## src/sv/tksi_pkg.sv

```systemverilog
package tksi_pkg;

  localparam int CAPACITY_DEF = 5;
  localparam int NAME_BYTES   = 15;

  typedef enum logic {
    CMD_INSERT = 1'b0,
    CMD_DUMP   = 1'b1
  } tksi_cmd_t;

  typedef struct packed {
    logic signed [31:0] score;
    logic [63:0]        name_lo;
    logic [55:0]        name_hi;
  } tksi_entry_t;

  // ins: insert step across the chain, rot: rotate one slot toward cell 0
  typedef struct packed {
    logic ins;
    logic rot;
  } tksi_ctrl_t;

  // Zero every name byte from the first zero byte onward.
  function automatic logic [8*NAME_BYTES-1:0] cut_name(input logic [8*NAME_BYTES-1:0] name);
    logic [8*NAME_BYTES-1:0] res;
    logic                    ended;
    res   = name;
    ended = 1'b0;
    for (int b = 0; b < NAME_BYTES; b++) begin
      if (ended) begin
        res[8*b +: 8] = 8'h00;
      end else if (name[8*b +: 8] == 8'h00) begin
        ended = 1'b1;
      end
    end
    return res;
  endfunction

endpackage

```

## src/sv/tksi_cell.sv

```systemverilog
module tksi_cell (
  input  logic                 clk,
  input  tksi_pkg::tksi_ctrl_t ctrl,
  input  logic                 in_range,
  input  tksi_pkg::tksi_entry_t new_entry,
  input  logic                 left_keep,
  input  tksi_pkg::tksi_entry_t left_entry,
  input  tksi_pkg::tksi_entry_t right_entry,
  output logic                 keep,
  output tksi_pkg::tksi_entry_t entry
);

  // Hold when this slot scores at least as well as the new word (older wins ties).
  assign keep = in_range && (entry.score >= new_entry.score);

  always_ff @(posedge clk) begin
    if (ctrl.ins) begin
      if (!keep) begin
        entry <= left_keep ? new_entry : left_entry;
      end
    end else if (ctrl.rot) begin
      entry <= right_entry;
    end
  end

endmodule

```

## src/sv/top_k_sorted_insert_unit.sv

```systemverilog
// Sorted top-K table held in a chain of CAPACITY cells, best score in cell 0.
// In an insert, every cell compares its score with the new one at
// once and either holds, takes the new word, or takes its left neighbor's word.
// Its single result appears on the result ports in the cycle after start.
// A dump rotates the chain once around, one slot per cycle, and reports cell 0
// each cycle: CAPACITY results in a row, registered first into the dumping flag
// and then onto the result ports. busy is that dumping flag, so new starts are
// ignored until the last slot has rotated. result_strobe marks each
// result for exactly one cycle and the receiver cannot stall it, so it must
// take every result as it comes.
module top_k_sorted_insert_unit #(
  parameter int CAPACITY = tksi_pkg::CAPACITY_DEF
) (
  input  logic               clk,
  input  logic               rst,
  input  logic               start,
  output logic               busy,
  input  logic               cmd,
  input  logic signed [31:0] score,
  input  logic [63:0]        name_lo,
  input  logic [55:0]        name_hi,
  output logic               result_strobe,
  output logic               accepted,
  output logic [2:0]         rank,
  output logic [2:0]         entry_count,
  output logic [2:0]         slot_index,
  output logic               slot_valid,
  output logic signed [31:0] slot_score,
  output logic [63:0]        slot_name_lo,
  output logic [55:0]        slot_name_hi,
  output logic               last
);

  localparam int CW = $clog2(CAPACITY + 1);
  localparam int IW = (CAPACITY > 1) ? $clog2(CAPACITY) : 1;

  tksi_pkg::tksi_entry_t new_entry;
  tksi_pkg::tksi_entry_t q [CAPACITY];
  tksi_pkg::tksi_ctrl_t  ctrl;
  logic [CAPACITY-1:0]   keep;
  logic [CAPACITY-1:0]   in_range;
  logic [CW-1:0]         count;
  logic [CW-1:0]         count_next;
  logic                  dumping;
  logic [IW-1:0]         dump_idx;
  logic                  take;
  logic                  full;
  logic                  reject;
  logic [IW-1:0]         pos;
  logic                  dump_valid;

  assign busy = dumping;
  assign take = start && !busy;
  assign full = (count == CW'(CAPACITY));
  assign reject = full && keep[CAPACITY-1];

  always_comb begin
    logic [8*tksi_pkg::NAME_BYTES-1:0] nm;
    nm = tksi_pkg::cut_name({name_hi, name_lo});
    new_entry.score   = score;
    new_entry.name_lo = nm[63:0];
    new_entry.name_hi = nm[8*tksi_pkg::NAME_BYTES-1:64];
  end

  assign ctrl.ins = take && (cmd == tksi_pkg::CMD_INSERT) && !reject;
  assign ctrl.rot = dumping;

  always_comb begin
    count_next = count;
    if (ctrl.ins && !full) begin
      count_next = count + CW'(1);
    end
  end

  for (genvar i = 0; i < CAPACITY; i++) begin : g_cell
    assign in_range[i] = (CW'(i) < count);
    tksi_cell u_cell (
      .clk         (clk),
      .ctrl        (ctrl),
      .in_range    (in_range[i]),
      .new_entry   (new_entry),
      .left_keep   ((i == 0) ? 1'b1 : keep[(i == 0) ? 0 : i-1]),
      .left_entry  (q[(i == 0) ? 0 : i-1]),
      .right_entry (q[(i == CAPACITY-1) ? 0 : i+1]),
      .keep        (keep[i]),
      .entry       (q[i])
    );
  end

  // Slot where the new word lands: first cell that does not hold.
  always_comb begin
    pos = '0;
    for (int i = 0; i < CAPACITY; i++) begin
      if (!keep[i] && (i == 0 || keep[(i == 0) ? 0 : i-1])) begin
        pos = IW'(i);
      end
    end
  end

  always_ff @(posedge clk) begin
    if (rst) begin
      count    <= '0;
      dumping  <= 1'b0;
      dump_idx <= '0;
    end else begin
      count <= count_next;
      if (take && (cmd == tksi_pkg::CMD_DUMP)) begin
        dumping  <= 1'b1;
        dump_idx <= '0;
      end else if (dumping) begin
        if (dump_idx == IW'(CAPACITY - 1)) begin
          dumping <= 1'b0;
        end
        dump_idx <= dump_idx + IW'(1);
      end
    end
  end

  assign dump_valid = ({1'b0, dump_idx} < (IW + 1)'(count));

  always_ff @(posedge clk) begin
    if (rst) begin
      result_strobe <= 1'b0;
    end else begin
      result_strobe <= (take && (cmd == tksi_pkg::CMD_INSERT)) || dumping;
    end
  end

  always_ff @(posedge clk) begin
    entry_count <= 3'(count_next);
    if (dumping) begin
      accepted     <= 1'b0;
      rank         <= '0;
      slot_index   <= 3'(dump_idx);
      slot_valid   <= dump_valid;
      slot_score   <= dump_valid ? q[0].score : '0;
      slot_name_lo <= dump_valid ? q[0].name_lo : '0;
      slot_name_hi <= dump_valid ? q[0].name_hi : '0;
      last         <= (dump_idx == IW'(CAPACITY - 1));
    end else begin
      accepted     <= !reject;
      rank         <= reject ? 3'd0 : 3'(pos);
      slot_index   <= '0;
      slot_valid   <= 1'b0;
      slot_score   <= '0;
      slot_name_lo <= '0;
      slot_name_hi <= '0;
      last         <= 1'b1;
    end
  end

endmodule
```

## config.mk

```make
export PLATFORM = sky130hd
export DESIGN_NAME = top_k_sorted_insert_unit
export DESIGN_NICKNAME = d
export VERILOG_FILES = /design/src/sv/tksi_pkg.sv /design/src/sv/tksi_cell.sv /design/src/sv/top_k_sorted_insert_unit.sv
export SDC_FILE = /design/constraint.sdc
export NUM_CORES = 2
export LEC_CHECK = 0
export BUFFER_PORTS_ARGS = -buffer_cell sky130_fd_sc_hd__buf_2
export CAP_MARGIN = 20
export CORE_UTILIZATION = 23
export DETAILED_ROUTE_END_ITERATION = 10
export GPL_ROUTABILITY_DRIVEN = 0
export PLACE_DENSITY = 0.49
export SLEW_MARGIN = 0
export SYNTH_ARGS = -nofsm -noshare
export SYNTH_HDL_FRONTEND = slang
export SYNTH_SLANG_ARGS = --single-unit
```

## constraint.sdc

```tcl
create_clock -name clk -period 21 [get_ports clk]
set_input_delay 3.15 -clock clk [delete_from_list [all_inputs] [get_ports clk]]
set_output_delay 3.15 -clock clk [all_outputs]
set_load 0.02 [all_outputs]
```

# == Word level (Yosys, flattened, before mapping) ==
# Index checks and enable logic that the tools add are counted.
# classes
n_eq_ne,7
order_cmp,11
reduce_logical,47
addsub,2
bitwise_logic,1
muxes,68
# op_table
op,n
$mux 152,19
$ge 32x32->1,5
$logic_not 8->1,14
$mux 8,14
$mux 1,31
$logic_and 1x1->1,15
$mux 3,4
$reduce_and 2->1,6
$ne 2x2->1 const B,5
$logic_not 1->1,7
$add 3x1->3 const B,2
$eq 3x3->1 const B,2
$lt 1x3->1 const A,2
$lt 2x3->1 const A,2
$reduce_or 2->1,2
$lt 3x3->1,1
$lt 3x3->1 const A,1
$reduce_or 3->1,1
$reduce_bool 2->1,1
$logic_or 1x1->1,1
$not 1->1,1
# word_totals
register_bits,932
out_inout_bits,166
input_bits,156
word_cells,165

# == Longest topological paths before layout ==
# depth
depth_word,19
mapped_depth,14
ltp_nobuf,10

# == Cells and area by module ==
# Synthesis repeated with hierarchy kept, for this count alone.
# hier_totals
cells_unflattened,4553
hier_area_um2,48738.0
# modules_own_cells
mod,area_each_um2,cells_each,instances
tksi_cell,8499.4,776,5
top_k_sorted_insert_unit,6241.0,673,1

# == Worst setup path before layout ==
# OpenSTA, ideal clock, no wires.
# synth_path
kind,in2reg
from,input score[20]
to,"register g_cell[3].u_cell.entry[0] in the netlist's numbering, enable pin"
arrival_time_ns,15.723
stages,11
path_slack_ns,4.403
path_buffers,2
cell_sequence,inv_1 > ha_1 > a21o_1 > a21oi_1 > o21ai_0 > a211oi_1 > mux2_2 > a22o_1 > buf_4 > clkbuf_1 > o21ai_0
# synth_via
elab_chain_cells,7
# synth_rtl
item,line,source
start: declaration,top_k_sorted_insert_unit.sv:19,"input logic signed [31:0] score,"
$ge 32x32->1,tksi_cell.sv:14,assign keep = in_range && (entry.score >= new_entry.score);
$logic_and 1x1->1,tksi_cell.sv:14,
$logic_and 1x1->1,top_k_sorted_insert_unit.sv:55,assign reject = full && keep[CAPACITY-1];
$logic_not 1->1,top_k_sorted_insert_unit.sv:65,assign ctrl.ins = take && (cmd == tksi_pkg::CMD_INSERT) && !reject;
$logic_and 1x1->1,top_k_sorted_insert_unit.sv:65,
$ne 2x2->1 (no line) or $reduce_bool 2->1 (tied branches),n/a,
$reduce_and 2->1 (no line) *,n/a,
end signal: assignment,tksi_cell.sv:19,entry <= left_keep ? new_entry : left_entry;
end signal: assignment,tksi_cell.sv:22,entry <= right_entry;
end: declaration,tksi_cell.sv:10,output tksi_pkg::tksi_entry_t entry
# Mark *: on every way between the ends. The rest lies on a longest branch, timed or not.
# A chain may end at the register's enable or synchronous reset.

# == Final worst setup path ==
# layout_path
from,input score[31]
to,"register g_cell[0].u_cell.entry[94] in the netlist's numbering, enable pin"
# layout_via
elab_chain_cells,7
# layout_rtl
item,line
$ge 32x32->1,tksi_cell.sv:14
$logic_and 1x1->1,tksi_cell.sv:14
$logic_and 1x1->1,top_k_sorted_insert_unit.sv:55
$logic_not 1->1,top_k_sorted_insert_unit.sv:65
$logic_and 1x1->1,top_k_sorted_insert_unit.sv:65
$ne 2x2->1 (no line) or $reduce_bool 2->1 (tied branches),n/a
$reduce_and 2->1 (no line) *,n/a
end signal: assignment,tksi_cell.sv:19
end signal: assignment,tksi_cell.sv:22
end: declaration,tksi_cell.sv:10
# Marked as above.

==> results.sh <==
export IMPL_worstPathRequired_ns=21.38
export IMPL_met2_length_um=76200
export IMPL_synth_edff_count=760
export IMPL_antenna_found_initial=17
export IMPL_postSynthCellCount=4451
export IMPL_cts_tree="built"
export IMPL_cts_root_buf="clkbuf_16"
export IMPL_io_pin_count=322
export IMPL_hold_depth=1
export IMPL_yosys_warnings=0
export IMPL_vias=35218
export IMPL_cp_end_kind="flop"
export IMPL_grt_max_degree=243
export IMPL_area_growth_pct=16.9
export IMPL_mostFrequentLayoutCell="nand2_1"
export IMPL_post_cts_buffers=0
export IMPL_drive_gt1_share_pct=13.5
export IMPL_fmax_mhz=105
export IMPL_fin_crit_sh_pct=45.3
export IMPL_vdd_drop_max_mv=0.0707
export IMPL_dr_pass1_iters=8
export IMPL_drtAntennaViolNets=0
export IMPL_min_from="g_cell[0].u_cell.entry[41]"
export IMPL_wirelength_um=159000
export IMPL_clkTransAtPathRegs_ns=0.06
export IMPL_power_density_nw_per_um2=91.2
export IMPL_syn_area_per_cell_um2=10.6
export IMPL_slew_violations=0
export IMPL_hold_path_class="reg -> reg"
export IMPL_worst_slew_pin_slew_ns=1.08
export IMPL_slew_limit_headroom_pct=27.8
export IMPL_rr_endpoint="g_cell[0].u_cell.entry[94]"
export IMPL_worstSkewPairLatency_ns=0.78
export IMPL_critPathTopFamily="simple AND/OR/NAND/NOR gates"
export IMPL_core_area_um2=203000
export IMPL_cp_slowest_cell="buf_4"
export IMPL_period_needed_ns=9.52
export IMPL_final_setup_tns_ns=0
export IMPL_rsz0062_at_grt="no"
export IMPL_ys_ff_latch=932
export IMPL_cts_resized=0
export IMPL_cts_buffers=116
export IMPL_reg2reg_depth=12
export IMPL_hpwl_um=97100
export IMPL_clock_skew_ns=0.0553
export IMPL_synth_cell_type_count=71
export IMPL_clock_path_buffers=3
export IMPL_power_leakage_nw=21.2
export IMPL_wire_per_inst_um=21.5
export IMPL_placementRows=165
export IMPL_fin_util_pct=27.2
export IMPL_die_x_um=455
export IMPL_drcViolationCount=0
export IMPL_path_cells="buf_2 -> inv_1 -> ha_1 -> nand4_1 -> or2_1 -> o22a_1 -> and3b_4 -> o21ai_4 -> nand3_4 -> or2_0 -> nand2_4 -> buf_4 -> buf_4 -> buf_4"
export IMPL_async_flop_share_pct=0
export IMPL_outcome="completed"
export IMPL_top_layer_used="met5"
export IMPL_cpMostUsedCell="buf_4"
export IMPL_cts_htree_levels=3
export IMPL_path_class="in -> reg"
export IMPL_startpoint_type="input pin"
export IMPL_syn_cell_area_um2=47100
export IMPL_r2r_start="g_cell[4].u_cell.entry[151]"
export IMPL_drv_cap=0
export IMPL_die_y_um=455
export IMPL_wl_met1_um=70200
export IMPL_drt_iter0_drc=2810
export IMPL_initial_utilization_pct=23.2
export IMPL_synth_main_ff_cell="edfxtp_1"
export IMPL_grt_pass1_wl_um=234000
export IMPL_cp_num_buf_inv=5
export IMPL_clock_sinks=932
export IMPL_layout_common_cells="nand2_1 (878), edfxtp_1 (760), o21ai_0 (409), mux2i_1 (344), buf_2 (321)"
export IMPL_hold_path_end="slot_name_hi[41]"
export IMPL_grt_pass1_vias=34676
export IMPL_finalSetupViolCount=0
export IMPL_grt_overflow=0
export IMPL_fin_nets=4969
export IMPL_cp_max_fo=65
export IMPL_syn_num_nets=4773
export IMPL_viasPerCell=4.74
export IMPL_port_buffers=321
export IMPL_cp_arrival_ns=9.90
export IMPL_synth_yosys_seq_area_share_pct=55.8
export IMPL_met3_length_um=7030
export IMPL_cp_slowest_stage_delay_ns=0.87
export IMPL_worst_r2r_setup_slack_ns=13.70
export IMPL_ctsHoldBuffers=0
export IMPL_grt_usage_pct=15.1
export IMPL_dieArea_um2=207000
export IMPL_hold_violations=0
cell type report:
| cell class | instances | area, um2 |
|---|---|---|
| clock buffer | 181 | 3370 |
| clock inverter | 40 | 418 |
| tap | 2672 | 3340 |
| fill | 21411 | 148000 |
| sequential | 932 | 26300 |
| inverter | 83 | 312 |
| antenna | 4 | 10.0 |
| multi-input combinational | 3136 | 19200 |
| timing repair buffer | 378 | 2130 |
flip-flops by register name (all words and copies together) (netlist names), 3 cells and up:
name,cells
dump_idx,3
rank,3
slot_index,3
entry_count,3
slot_name_hi,56
g_cell.u_cell.entry,760
count,3
slot_score,32
slot_name_lo,64
synthesized netlist by cell type, types with 96 or more instances:
library cell    n  area (um2)
a21oi_1       241        1210
dfxtp_1       172        3440
nand2_1       881        3310
clkbuf_1      125         469
nand3_1        96         480
a221o_1       105        1050
o21ai_0       412        2060
ha_1          166        2080
edfxtp_1      760       22800
mux2i_1       344        3440
nor2_1        208         781
and2_1        194        1210
buf_2         149         746
worst reg2reg max path, stage by stage (launching register included):
cell	delay (ns)
edfxtp_1	0.43
ha_1	0.36
nand4_1	0.18
or2_1	0.29
o22a_1	0.21
and3b_4	0.22
o21ai_4	0.65
nand3_4	0.74
or2_0	0.80
nand2_4	0.58
buf_4	0.75
buf_4	0.68
buf_4	0.95
per-stage QoR:
stage | setup WS [ns] | hold WS, ns | area (um2) | power [mW] | instances
CTS | 11.55 | 0.506 | 55000 | 5.09 | 7421
floorplan | 4.40 | 0.457 | 47100 | 2.83 | 4451
detailed placement | 10.74 | 0.496 | 51200 | 3.05 | 7200
finish | 11.48 | 0.500 | 55100 | 5.02 | 7426
global placement | 10.80 | 0.495 | 51200 | 3.04 | 7200
global route | 11.11 | 0.520 | 55100 | 5.24 | 7425
metal layers:
metal,global-route usage (%),up-vias
li1,-,16570
met1,19.7,17398
met2,25.0,968
met3,2.09,276
met4,5.77,6
met5,0,-
logic make-up (layout without fill, tap and decap cells):
family	count (synthesis)	after routing	share of synthesized area [%]
AO/OA/AOI/OAI	1030	1030	13.5
XOR/XNOR	2	2	0.0372
adder cells (fa/ha/maj)	166	166	4.41
buffers and inverters	383	682	3.70
flip-flops	932	932	55.8
multiplexers	345	345	7.33
other	0	4	0
AND/OR/NAND/NOR	1593	1593	15.2
power breakdown:
part	switching [mW]	internal, mW
Clock	0.870	1.14
Combinational	0.427	0.227
Sequential	0.111	2.24
how the worst max path moves through the flow:
stage          slack [ns]      start                    endpoint  depth (start not counted)
3_5_place_dp        10.74  score[31]  g_cell[0].u_cell.entry[93]                         14
3_3_place_gp        10.80  score[19]  g_cell[0].u_cell.entry[94]                         14
2_1_floorplan        4.40  score[20]   g_cell[3].u_cell.entry[0]                         11
5_1_grt             11.11  score[19]  g_cell[0].u_cell.entry[93]                         14
6_report            11.48  score[31]  g_cell[0].u_cell.entry[94]                         14
4_1_cts             11.55  score[31]  g_cell[0].u_cell.entry[93]                         14
Power figures use the tool's default switching activity.
